===== src/m6502x_pkg.sv =====
// ---------------------------------------------------------------------------
// m6502x_pkg
// shared types, widths and cycle tables of the 6502 memory operand execute unit
// ---------------------------------------------------------------------------
package m6502x_pkg;

	localparam int FUNC_W     = 5;
	localparam int IN_DATA_W  = 32;
	localparam int OUT_DATA_W = 64;

	typedef enum logic [FUNC_W-1:0] {
		FUNC_ORA = 5'd0,
		FUNC_AND = 5'd1,
		FUNC_EOR = 5'd2,
		FUNC_ADC = 5'd3,
		FUNC_STA = 5'd4,
		FUNC_LDA = 5'd5,
		FUNC_CMP = 5'd6,
		FUNC_SBC = 5'd7,
		FUNC_ASL = 5'd8,
		FUNC_ROL = 5'd9,
		FUNC_LSR = 5'd10,
		FUNC_ROR = 5'd11,
		FUNC_STX = 5'd12,
		FUNC_LDX = 5'd13,
		FUNC_DEC = 5'd14,
		FUNC_INC = 5'd15,
		FUNC_BIT = 5'd16,
		FUNC_STY = 5'd17,
		FUNC_LDY = 5'd18,
		FUNC_CPY = 5'd19,
		FUNC_CPX = 5'd20,
		FUNC_JMP = 5'd21
	} func_t;

	localparam logic [3:0] JMP_CYCLES = 4'd3;

	// zero marks a mode the operation does not have
	localparam logic [3:0] CYC_ALU    [8] = '{4'd6, 4'd3, 4'd2, 4'd4, 4'd5, 4'd4, 4'd4, 4'd4};
	localparam logic [3:0] CYC_STA    [8] = '{4'd6, 4'd3, 4'd0, 4'd4, 4'd6, 4'd4, 4'd5, 4'd5};
	localparam logic [3:0] CYC_SHIFT  [8] = '{4'd0, 4'd5, 4'd2, 4'd6, 4'd0, 4'd6, 4'd0, 4'd7};
	localparam logic [3:0] CYC_LDXY   [8] = '{4'd2, 4'd3, 4'd0, 4'd4, 4'd0, 4'd4, 4'd0, 4'd4};
	localparam logic [3:0] CYC_STXY   [8] = '{4'd0, 4'd3, 4'd0, 4'd4, 4'd0, 4'd4, 4'd0, 4'd0};
	localparam logic [3:0] CYC_INCDEC [8] = '{4'd0, 4'd5, 4'd0, 4'd6, 4'd0, 4'd6, 4'd0, 4'd7};
	localparam logic [3:0] CYC_BIT    [8] = '{4'd0, 4'd3, 4'd0, 4'd4, 4'd0, 4'd0, 4'd0, 4'd0};
	localparam logic [3:0] CYC_CPXY   [8] = '{4'd2, 4'd3, 4'd0, 4'd4, 4'd0, 4'd0, 4'd0, 4'd0};

	function automatic logic [3:0] base_cycles(input func_t f, input logic [2:0] mode);
		logic [3:0] c;
		c = 4'd0;
		unique case (f)
			FUNC_ORA, FUNC_AND, FUNC_EOR, FUNC_ADC,
			FUNC_LDA, FUNC_CMP, FUNC_SBC:             c = CYC_ALU[mode];
			FUNC_STA:                                 c = CYC_STA[mode];
			FUNC_ASL, FUNC_ROL, FUNC_LSR, FUNC_ROR:   c = CYC_SHIFT[mode];
			FUNC_STX, FUNC_STY:                       c = CYC_STXY[mode];
			FUNC_LDX, FUNC_LDY:                       c = CYC_LDXY[mode];
			FUNC_DEC, FUNC_INC:                       c = CYC_INCDEC[mode];
			FUNC_BIT:                                 c = CYC_BIT[mode];
			FUNC_CPY, FUNC_CPX:                       c = CYC_CPXY[mode];
			FUNC_JMP:                                 c = JMP_CYCLES;
			default:                                  c = 4'd0;
		endcase
		return c;
	endfunction

	// operations whose cost rises by one on a page cross
	function automatic logic charges_page(input func_t f);
		logic p;
		p = 1'b0;
		unique case (f)
			FUNC_ORA, FUNC_AND, FUNC_EOR, FUNC_ADC, FUNC_LDA,
			FUNC_CMP, FUNC_SBC, FUNC_LDX, FUNC_LDY:   p = 1'b1;
			default:                                  p = 1'b0;
		endcase
		return p;
	endfunction

endpackage


===== src/mos6502_memory_operand_execute_unit.sv =====
// ---------------------------------------------------------------------------
// mos6502_memory_operand_execute_unit
// executes one 6502 memory operand instruction per transaction, binary alu only
//
//   channel   dir  handshake          payload
//   s_*       in   s_tvalid/s_tready  tuser func, tdata mode..on_accumulator
//   m_*       out  m_tvalid/m_tready  tdata acc..bad_mode
//
// one transaction per cycle sustained while m_tready stays high; the result passes
// through the input register and then the result register around the alu
// a, x, y and flags are updated as the transaction leaves the input register
// reset clears a, x, y, the flags and both valid bits
// a stalled result holds; the input register still fills behind it
// ---------------------------------------------------------------------------
module mos6502_memory_operand_execute_unit (
	input  logic                                  clk,
	input  logic                                  arst_n,
	input  logic                                  s_tvalid,
	output logic                                  s_tready,
	// mode[2:0], address[18:3], read_data[26:19], crossing[27],
	// on_accumulator[28], zero fill
	input  logic [m6502x_pkg::IN_DATA_W-1:0]      s_tdata,
	// func[4:0]
	input  logic [m6502x_pkg::FUNC_W-1:0]         s_tuser,
	output logic                                  m_tvalid,
	input  logic                                  m_tready,
	// acc[7:0], x_value[15:8], y_value[23:16], flags[27:24], write_enable[28],
	// write_data[36:29], pc_load[37], new_pc[53:38], cycle_cost[57:54],
	// bad_mode[58], zero fill
	output logic [m6502x_pkg::OUT_DATA_W-1:0]     m_tdata
);

	logic                      valid_s1;
	m6502x_pkg::func_t         func_s1;
	logic [2:0]                mode_s1;
	logic [15:0]               address_s1;
	logic [7:0]                read_data_s1;
	logic                      crossing_s1;
	logic                      on_accumulator_s1;

	logic                      valid_s2;
	logic [58:0]               res_s2;

	logic [7:0]                acc_q, x_q, y_q;
	logic                      c_q, z_q, n_q, v_q;

	logic                      advance;
	logic                      fire;

	logic [3:0]                cost;
	logic                      bad;
	logic [3:0]                cost_out;
	logic [7:0]                acc_d, x_d, y_d;
	logic                      c_d, z_d, n_d, v_d;
	logic                      we, pl;
	logic [7:0]                wd;
	logic [15:0]               npc;
	logic [7:0]                operand;
	logic [8:0]                sum;
	logic [7:0]                cmp_reg;
	logic [8:0]                diff;
	logic [7:0]                shift_src;
	logic [7:0]                shift_res;
	logic [7:0]                mem_res;

	assign advance  = !valid_s2 || m_tready;
	assign fire     = valid_s1 && advance;
	assign s_tready = !valid_s1 || advance;

	always_ff @(posedge clk or negedge arst_n) begin
		if (!arst_n) begin
			valid_s1 <= 1'b0;
		end else if (s_tready) begin
			valid_s1 <= s_tvalid;
		end
	end

	always_ff @(posedge clk) begin
		if (s_tvalid && s_tready) begin
			func_s1           <= m6502x_pkg::func_t'(s_tuser);
			mode_s1           <= s_tdata[2:0];
			address_s1        <= s_tdata[18:3];
			read_data_s1      <= s_tdata[26:19];
			crossing_s1       <= s_tdata[27];
			on_accumulator_s1 <= s_tdata[28];
		end
	end

	always_comb begin
		cost      = m6502x_pkg::base_cycles(func_s1, mode_s1);
		bad       = (cost == 4'd0);
		cost_out  = bad ? 4'd0 :
			cost + {3'd0, crossing_s1 && m6502x_pkg::charges_page(func_s1)};

		operand   = (func_s1 == m6502x_pkg::FUNC_SBC) ? ~read_data_s1 : read_data_s1;
		sum       = {1'b0, acc_q} + {1'b0, operand} + {8'd0, c_q};
		unique case (func_s1)
			m6502x_pkg::FUNC_CPX: cmp_reg = x_q;
			m6502x_pkg::FUNC_CPY: cmp_reg = y_q;
			default:              cmp_reg = acc_q;
		endcase
		diff      = {1'b0, cmp_reg} - {1'b0, read_data_s1};
		shift_src = on_accumulator_s1 ? acc_q : read_data_s1;
		unique case (func_s1)
			m6502x_pkg::FUNC_ASL: shift_res = {shift_src[6:0], 1'b0};
			m6502x_pkg::FUNC_ROL: shift_res = {shift_src[6:0], c_q};
			m6502x_pkg::FUNC_LSR: shift_res = {1'b0, shift_src[7:1]};
			default:              shift_res = {c_q, shift_src[7:1]};
		endcase
		mem_res   = (func_s1 == m6502x_pkg::FUNC_DEC) ? read_data_s1 - 8'd1 :
			read_data_s1 + 8'd1;

		acc_d = acc_q;
		x_d   = x_q;
		y_d   = y_q;
		c_d   = c_q;
		z_d   = z_q;
		n_d   = n_q;
		v_d   = v_q;
		we    = 1'b0;
		wd    = 8'd0;
		pl    = 1'b0;
		npc   = 16'd0;

		if (!bad) begin
			unique case (func_s1)
				m6502x_pkg::FUNC_ORA, m6502x_pkg::FUNC_AND, m6502x_pkg::FUNC_EOR,
				m6502x_pkg::FUNC_LDA: begin
					if (func_s1 == m6502x_pkg::FUNC_ORA)
						acc_d = acc_q | read_data_s1;
					else if (func_s1 == m6502x_pkg::FUNC_AND)
						acc_d = acc_q & read_data_s1;
					else if (func_s1 == m6502x_pkg::FUNC_EOR)
						acc_d = acc_q ^ read_data_s1;
					else
						acc_d = read_data_s1;
					z_d = (acc_d == 8'd0);
					n_d = acc_d[7];
				end
				m6502x_pkg::FUNC_ADC, m6502x_pkg::FUNC_SBC: begin
					acc_d = sum[7:0];
					c_d   = sum[8];
					v_d   = ~(acc_q[7] ^ operand[7]) & (acc_q[7] ^ sum[7]);
					z_d   = (sum[7:0] == 8'd0);
					n_d   = sum[7];
				end
				m6502x_pkg::FUNC_CMP, m6502x_pkg::FUNC_CPX, m6502x_pkg::FUNC_CPY: begin
					c_d = !diff[8];
					z_d = (diff[7:0] == 8'd0);
					n_d = diff[7];
				end
				m6502x_pkg::FUNC_STA: begin
					we = 1'b1;
					wd = acc_q;
				end
				m6502x_pkg::FUNC_STX: begin
					we = 1'b1;
					wd = x_q;
				end
				m6502x_pkg::FUNC_STY: begin
					we = 1'b1;
					wd = y_q;
				end
				m6502x_pkg::FUNC_ASL, m6502x_pkg::FUNC_ROL,
				m6502x_pkg::FUNC_LSR, m6502x_pkg::FUNC_ROR: begin
					if (func_s1 == m6502x_pkg::FUNC_ASL || func_s1 == m6502x_pkg::FUNC_ROL)
						c_d = shift_src[7];
					else
						c_d = shift_src[0];
					z_d = (shift_res == 8'd0);
					n_d = shift_res[7];
					if (on_accumulator_s1) begin
						acc_d = shift_res;
					end else begin
						we = 1'b1;
						wd = shift_res;
					end
				end
				m6502x_pkg::FUNC_LDX: begin
					x_d = read_data_s1;
					z_d = (read_data_s1 == 8'd0);
					n_d = read_data_s1[7];
				end
				m6502x_pkg::FUNC_LDY: begin
					y_d = read_data_s1;
					z_d = (read_data_s1 == 8'd0);
					n_d = read_data_s1[7];
				end
				m6502x_pkg::FUNC_DEC, m6502x_pkg::FUNC_INC: begin
					we  = 1'b1;
					wd  = mem_res;
					z_d = (mem_res == 8'd0);
					n_d = mem_res[7];
				end
				m6502x_pkg::FUNC_BIT: begin
					z_d = ((acc_q & read_data_s1) == 8'd0);
					n_d = read_data_s1[7];
					v_d = read_data_s1[6];
				end
				m6502x_pkg::FUNC_JMP: begin
					pl  = 1'b1;
					npc = address_s1;
				end
				default: begin
					pl = 1'b0;
				end
			endcase
		end
	end

	always_ff @(posedge clk or negedge arst_n) begin
		if (!arst_n) begin
			acc_q <= 8'd0;
			x_q   <= 8'd0;
			y_q   <= 8'd0;
			c_q   <= 1'b0;
			z_q   <= 1'b0;
			n_q   <= 1'b0;
			v_q   <= 1'b0;
		end else if (fire) begin
			acc_q <= acc_d;
			x_q   <= x_d;
			y_q   <= y_d;
			c_q   <= c_d;
			z_q   <= z_d;
			n_q   <= n_d;
			v_q   <= v_d;
		end
	end

	always_ff @(posedge clk or negedge arst_n) begin
		if (!arst_n) begin
			valid_s2 <= 1'b0;
		end else if (advance) begin
			valid_s2 <= valid_s1;
		end
	end

	always_ff @(posedge clk) begin
		if (fire) begin
			res_s2 <= {bad, cost_out, npc, pl, wd, we,
				n_d, v_d, z_d, c_d, y_d, x_d, acc_d};
		end
	end

	assign m_tvalid = valid_s2;
	assign m_tdata  = {{(m6502x_pkg::OUT_DATA_W - 59){1'b0}}, res_s2};

endmodule


===== config.mk =====
export PLATFORM = sky130hd
export DESIGN_NAME = mos6502_memory_operand_execute_unit
export DESIGN_NICKNAME = d
export VERILOG_FILES = /design/src/m6502x_pkg.sv /design/src/mos6502_memory_operand_execute_unit.sv
export SDC_FILE = /design/constraint.sdc
export NUM_CORES = 1
export LEC_CHECK = 0
export CAP_MARGIN = 10
export CORE_AREA = 4 4 196 103
export CTS_CLUSTER_DIAMETER = 30
export CTS_CLUSTER_SIZE = 10
export DETAILED_ROUTE_END_ITERATION = 8
export DIE_AREA = 0 0 200 107
export DONT_BUFFER_PORTS = 1
export HOLD_SLACK_MARGIN = 0.03
export PLACE_DENSITY_LB_ADDON = 0.15
export SETUP_SLACK_MARGIN = 0.1
export SYNTH_ARGS = -nofsm -noshare
export SYNTH_HDL_FRONTEND = slang
export SYNTH_SLANG_ARGS = --single-unit

===== constraint.sdc =====
create_clock -name clk -period 4.8 [get_ports clk]
set_clock_uncertainty 0.2 [all_clocks]
set_input_delay 0.24 -clock clk [delete_from_list [all_inputs] [get_ports clk]]
set_output_delay 0.24 -clock clk [all_outputs]
set_load 0.02 [all_outputs]

# Word level (Yosys, flattened, before mapping)
# Memories as Yosys holds them, arrays and structs flattened. A register that Yosys moved wholly into a read port is not among the register bits.
# Index checks and enable logic that the tools add are counted.
# totals
input_bits	41
memories	9
register_bits	123
out_inout_bits	66
elab_cells	144
mem_bits_ro	288
# memory_table
memory	depth	word_bits	rd	rd_ports_with_merged_regs	write_ports	line	rtl
(no name shown)	8	4	1	0	0	m6502x_pkg.sv:60	FUNC_CPY, FUNC_CPX: c = CYC_CPXY[mode];
(no name shown)	8	4	1	0	0	m6502x_pkg.sv:59	FUNC_BIT: c = CYC_BIT[mode];
(no name shown)	8	4	1	0	0	m6502x_pkg.sv:58	FUNC_DEC, FUNC_INC: c = CYC_INCDEC[mode];
(no name shown)	8	4	1	0	0	m6502x_pkg.sv:57	FUNC_LDX, FUNC_LDY: c = CYC_LDXY[mode];
(no name shown)	8	4	1	0	0	m6502x_pkg.sv:56	FUNC_STX, FUNC_STY: c = CYC_STXY[mode];
(no name shown)	8	4	1	0	0	m6502x_pkg.sv:55	FUNC_ASL, FUNC_ROL, FUNC_LSR, FUNC_ROR: c = CYC_SHIFT[mode];
3 more memories	--	--	--	--	--	--	
# classes
n_addsub	6
muxes	49
n_bitwise	10
n_reduce_logical	30
n_lt_le_gt_ge	1
eq_ne	21
# ops
op	count
2-to-1 mux 8 bit	15
2-to-1 mux 4 bit	16
zero test 8 bit	7
one-hot mux 8 bit (3 select lines)	2
equality test 5 x 4 -> 1 bit (second input constant)	8
one-hot mux 8 bit (5 select lines)	1
one-hot mux 4 bit (9 select lines)	1
equality test 5 bit (second input constant)	6
equality test 5 x 3 -> 1 bit (second input constant)	4
one-hot mux 8 bit (2 select lines)	1
OR reduction 2 bit	6
equality test 5 x 2 -> 1 bit (second input constant)	2
adder 8 x 8 -> 9 bit	1
adder 9 x 1 -> 9 bit	1
subtractor 8 x 8 -> 9 bit	1
adder 8 x 1 -> 8 bit (second input constant)	1
bitwise AND 8 bit	1
NOT 8 bit	1
bitwise OR 8 bit	1
OR reduction 4 bit	2
subtractor 8 x 1 -> 8 bit (second input constant)	1
XOR 8 bit	1
2-to-1 mux 1 bit	7
one-hot mux 1 bit (7 select lines)	1
19 further kinds	29

# Logic depth before layout (Yosys ltp)
# depth
depth_word	10
depth_mapped	17
ltp_nobuf	14

# Least setup slack after synthesis
# No wires, ideal clock.
# synth_timing
path_kind	register to register
startpoint	reg func_s1[1]
endpoint	reg res_s2[25] (data pin)
setup_ns	0.152
path_buffers	5
synth_period_minus_slack_ns	4.851
path_slack_ns	-0.051
required_ns	4.448
path_stages_with_launch	18
arrival_time_ns	4.500
cell_sequence	edfxtp_1 -> clkbuf_1 -> clkbuf_1 -> clkbuf_1 -> buf_1 -> and4_1 -> clkbuf_1 -> xnor2_1 -> fa_1 -> inv_1 -> fa_1 -> a211o_1 -> o211ai_1 -> a21oi_1 -> xor2_1 -> or4_1 -> o311a_1 -> a31oi_1
# synth_between
elab_chain_len	9
elab_cells_between_ends	52
cone_classes	add/sub (3); eq/ne (21); mux (12); reduce/logical (16)
# synth_rtl
item	line	rtl
start: declaration	mos6502_memory_operand_execute_unit.sv:34	m6502x_pkg::func_t func_s1;
start signal: assignment	mos6502_memory_operand_execute_unit.sv:80	func_s1 <= m6502x_pkg::func_t'(s_tuser);
parallel branches: the longest is 8 deep, another holds adder 8 x 8 -> 9 bit	--	
2-to-1 mux 1 bit *	mos6502_memory_operand_execute_unit.sv:125	if (!bad) begin
via z_d	mos6502_memory_operand_execute_unit.sv:54	logic c_d, z_d, n_d, v_d;
end signal: assignment	mos6502_memory_operand_execute_unit.sv:241	res_s2 <= {bad, cost_out, npc, pl, wd, we,
end: declaration	mos6502_memory_operand_execute_unit.sv:42	logic [58:0] res_s2;
# Mark *: on every way through the listed nets, which the timed path passes. The select of a mux whose other input is x is not followed.
# A chain may end at the register's enable or synchronous reset.

# Worst setup path after layout
# layout_timing
startpoint	reg func_s1[3]
endpoint	reg res_s2[25] (data pin)
# The elaborated chain is that of the path after synthesis.

==> flow_metrics.tcl <==
set metrics [dict create \
    status "complete, no violations" \
    cts_buffer_depth 2 \
    p_total_mw 3.84 \
    path_max_fanout 7 \
    floorplan.rows 35 \
    max_slew_violation_total_from_the_final_report 0 \
    synth-async-reset-ratio 0.242 \
    r2r_setup_slack_ns 0.45 \
    sequentialPowerShare 0.415 \
    intPower_mw 2.50 \
    mappedNetlistArea_mm2 0.00798 \
    detail_route.drc_violations 0 \
    cts.root.buffer_cell "clkbuf_16" \
    clk_transition_reported_paths_ns 0.06 \
    num_vias 6227 \
    synth_top_flop_cell "edfxtp_1" \
    synth.ff_latch_count 124 \
    cp-endpoint "res_s2[25]" \
    cts_repair_resize_count 0 \
    grt_overflow_total 0 \
    synthToLayoutAreaGrowth_pct 15.6 \
    worst_ep_arrival_time_ns 4.41 \
    p_sw_mw 1.33 \
    hpwl_reported_at_the_end_of_detailed_placement_um 16300 \
    power.ir.vdd_worst_v 0.000258 \
    initial_core_util 0.437 \
    crit_path_end_kind "flip-flop" \
    critPathLaunch "func_s1[3]" \
    num_io_pins 107 \
    routed_wl_um 22600 \
    final_layout_size_suffix_gt1_frac 0.151 \
    maxClockFrequency_mhz 230 \
    total_area_of_sequential_cells_mm2 0.00356 \
    final_setup_violation_count 0 \
    post-route-cell-area_mm2 0.00923 \
    worst_r2r_startpoint "func_s1[3]" \
    dpl-instance-area_mm2 0.00828 \
    rr_endpoint "res_s2[25]" \
    antennaDiodeCount 0 \
    min_hold_slack_ns 0.0392 \
    worst_skew_pair.late_latency_ns 0.42 \
    drt_pre_antenna_iters 6 \
    unrepaired_setup_endpoints_after_global_routing "false" \
    number_of_h_tree_levels 4 \
    synth-edff-count 93 \
    port_buffers 0 \
    critPathSlowestCell "or4_1" \
    finalHoldViolations 0 \
    final.setup.tns_ns 0 \
    multiInputGateArea_mm2 0.00406 \
    share_of_the_core_filled_with_cells 0.505 \
    drt-initial-drc-count 850 \
    design.die.area_mm2 0.0214 \
    die-height_um 107 \
    grt_pass1_vias 6018 \
    via_per_inst 5.93 \
    area_of_the_core_mm2 0.0183 \
    timing.final.crit_share 0.906 \
    tritoncts_num_sinks 124 \
    layout.cells.most_common "edfxtp_1" \
    nFillCells 1642 \
    relSlewSlack 0.308 \
    timing.setup.critical_path_class "reg -> reg" \
    cp.required_ns 4.86 \
    grt_max_degree 37 \
    synth.yosys.warnings 0 \
    grt_pass1_wl_um 35500 \
    total_leakage_power_nw 3.64 \
    synthesis.instances 758 \
    power_frac_comb 0.271 \
    path_cells "or3b_1 -> nor2_1 -> nor2_1 -> a21oi_1 -> ha_1 -> inv_1 -> fa_1 -> a21o_1 -> a21oi_1 -> mux2i_1 -> or4_1 -> a211o_1 -> o311a_1 -> a31oi_1" \
    r2r_cells 14 \
    cts_tree "built" \
    number_of_clock_buffers_inserted_by_tritoncts 17 \
    pwr_density_cell_mw_per_mm2 416 \
    die_w_um 200 \
    finalNetCount 886 \
    critical-path-max-stage-delay_ns 0.52 \
    synth-seq-area-share 0.447 \
    finalWorstPathRequiredPeriod_ns 4.35 \
    number_of_unique_standard_cell_types_used_by_synthesis 77 \
    place_congestion 0.922 \
    power.clock.fraction 0.314 \
    syn-mean-instance-area_um2 10.5 \
    wire_per_inst_um 21.6 \
    timing.max_cap.violations 0 \
    power_switching_share 0.347 \
    tightest_slew_ns 1.04 \
    mostFrequentLayoutCells "edfxtp_1 (93), nor2_1 (63), nand2_1 (49)" \
    hold_path_class "in -> reg" \
    grt_antenna_before_repair 0 \
    start_kind "flip-flop" \
    grt_util_all_layers 0.218 \
    final_antenna_net_count 0 \
]
## metrics by stage
step           instances  setup WS (ns)
3_5_place_dp         979          0.566
3_3_place_gp         979          0.619
6_report            1050          0.453
5_1_grt             1050          0.299
2_1_floorplan        762          0.112
4_1_cts             1050          0.536
## worst min path at each step
stage / start / endpoint / slack (ns) / cells past startpoint
after floorplan: arst_n / acc_q[0] / -0.26 / 0
after global placement: arst_n / acc_q[0] / -0.25 / 0
after detailed placement: arst_n / acc_q[0] / -0.25 / 0
after CTS: s_tuser[2] / flip-flop / 0.05 / 4
after global routing: arst_n / acc_q[0] / 0.06 / 2
final: s_tuser[2] / flip-flop / 0.04 / 4
## critical path, delay by kind of cell, from the launching register on
| family | cells | cell delay (ns) |
|---|---|---|
| buffers and inverters | 1 | 0.05 |
| muxes | 1 | 0.09 |
| DFF | 1 | 0.49 |
| adders and majority gates | 2 | 0.63 |
| and+or+nand+nor | 4 | 1.33 |
| AOI/OAI and AO/OA | 6 | 1.42 |
## final cells by class
| class | instances | share of cell area |
|---|---|---|
| clock inverters | 11 | 0.0106 |
| multi-input cells | 548 | 0.440 |
| flip-flops and latches | 124 | 0.386 |
| repair buffers | 67 | 0.0662 |
| well taps | 240 | 0.0325 |
| clock buffers | 21 | 0.0488 |
| inverters | 39 | 0.0159 |
## repair_timing
item | CTS | global route
setup buffers | 0 | 0
hold buffers | 39 | 0
endpoints found under the hold margin | 67 | 0
## Yosys cell counts (all sizes together), types with 7 or more instances
| cell | count | share of area |
|---|---|---|
| a21oi | 43 | 0.027 |
| inv | 39 | 0.018 |
| mux2 | 40 | 0.056 |
| ha | 44 | 0.069 |
| buf | 14 | 0.012 |
| clkbuf | 37 | 0.018 |
| nor3 | 11 | 0.0097 |
| a221oi | 11 | 0.012 |
| nand2 | 49 | 0.023 |
| xor2 | 8 | 0.0088 |
| nand2b | 13 | 0.010 |
| and2 | 20 | 0.016 |
| nor2b | 14 | 0.011 |
| nor3b | 7 | 0.0080 |
| mux2i | 16 | 0.020 |
| xnor2 | 15 | 0.016 |
| a22oi | 14 | 0.013 |
| dfrtp | 30 | 0.094 |
| nand3 | 9 | 0.0056 |
| nor2 | 65 | 0.031 |
| a31oi | 15 | 0.012 |
| edfxtp | 93 | 0.35 |
| o21ai | 29 | 0.018 |
## registers in the layout, summed over array words and instances (netlist names), 3 cells and up, named ones only
name,cells
address_s1,16
func_s1,5
res_s2,59
x_q,8
acc_q,8
mode_s1,3
read_data_s1,8
y_q,8
## metal layers
layer / routed length, um / up-vias / global-route usage
li1: - / 2901 / -
met1: 10600 / 3014 / 0.319
met2: 9450 / 278 / 0.304
met3: 2200 / 34 / 0.0772
met4: 354 / 0 / 0.0533
met5: 0 / - / 0
## kinds of logic after synthesis
family                   Yosys count  share of synthesized area
AO/OA/AOI/OAI                    188                      0.161
XOR/XNOR                          23                     0.0252
adder cells (fa/ha/maj)           48                     0.0790
buffers and inverters             90                     0.0475
flip-flops                       124                      0.447
multiplexers                      61                     0.0906
other                              1                   0.000470
AND/OR/NAND/NOR                  223                      0.149
## power groups by stage
stage	Combinational, mW	Clock, mW	Sequential [mW]
2_1_floorplan	0.789	0	1.50
3_3_place_gp	0.964	0	1.61
3_5_place_dp	0.982	0	1.61
4_1_cts	1.02	1.22	1.59
5_1_grt	1.16	1.29	1.61
6_report	1.04	1.20	1.59
Power figures use the tool's default switching activity.
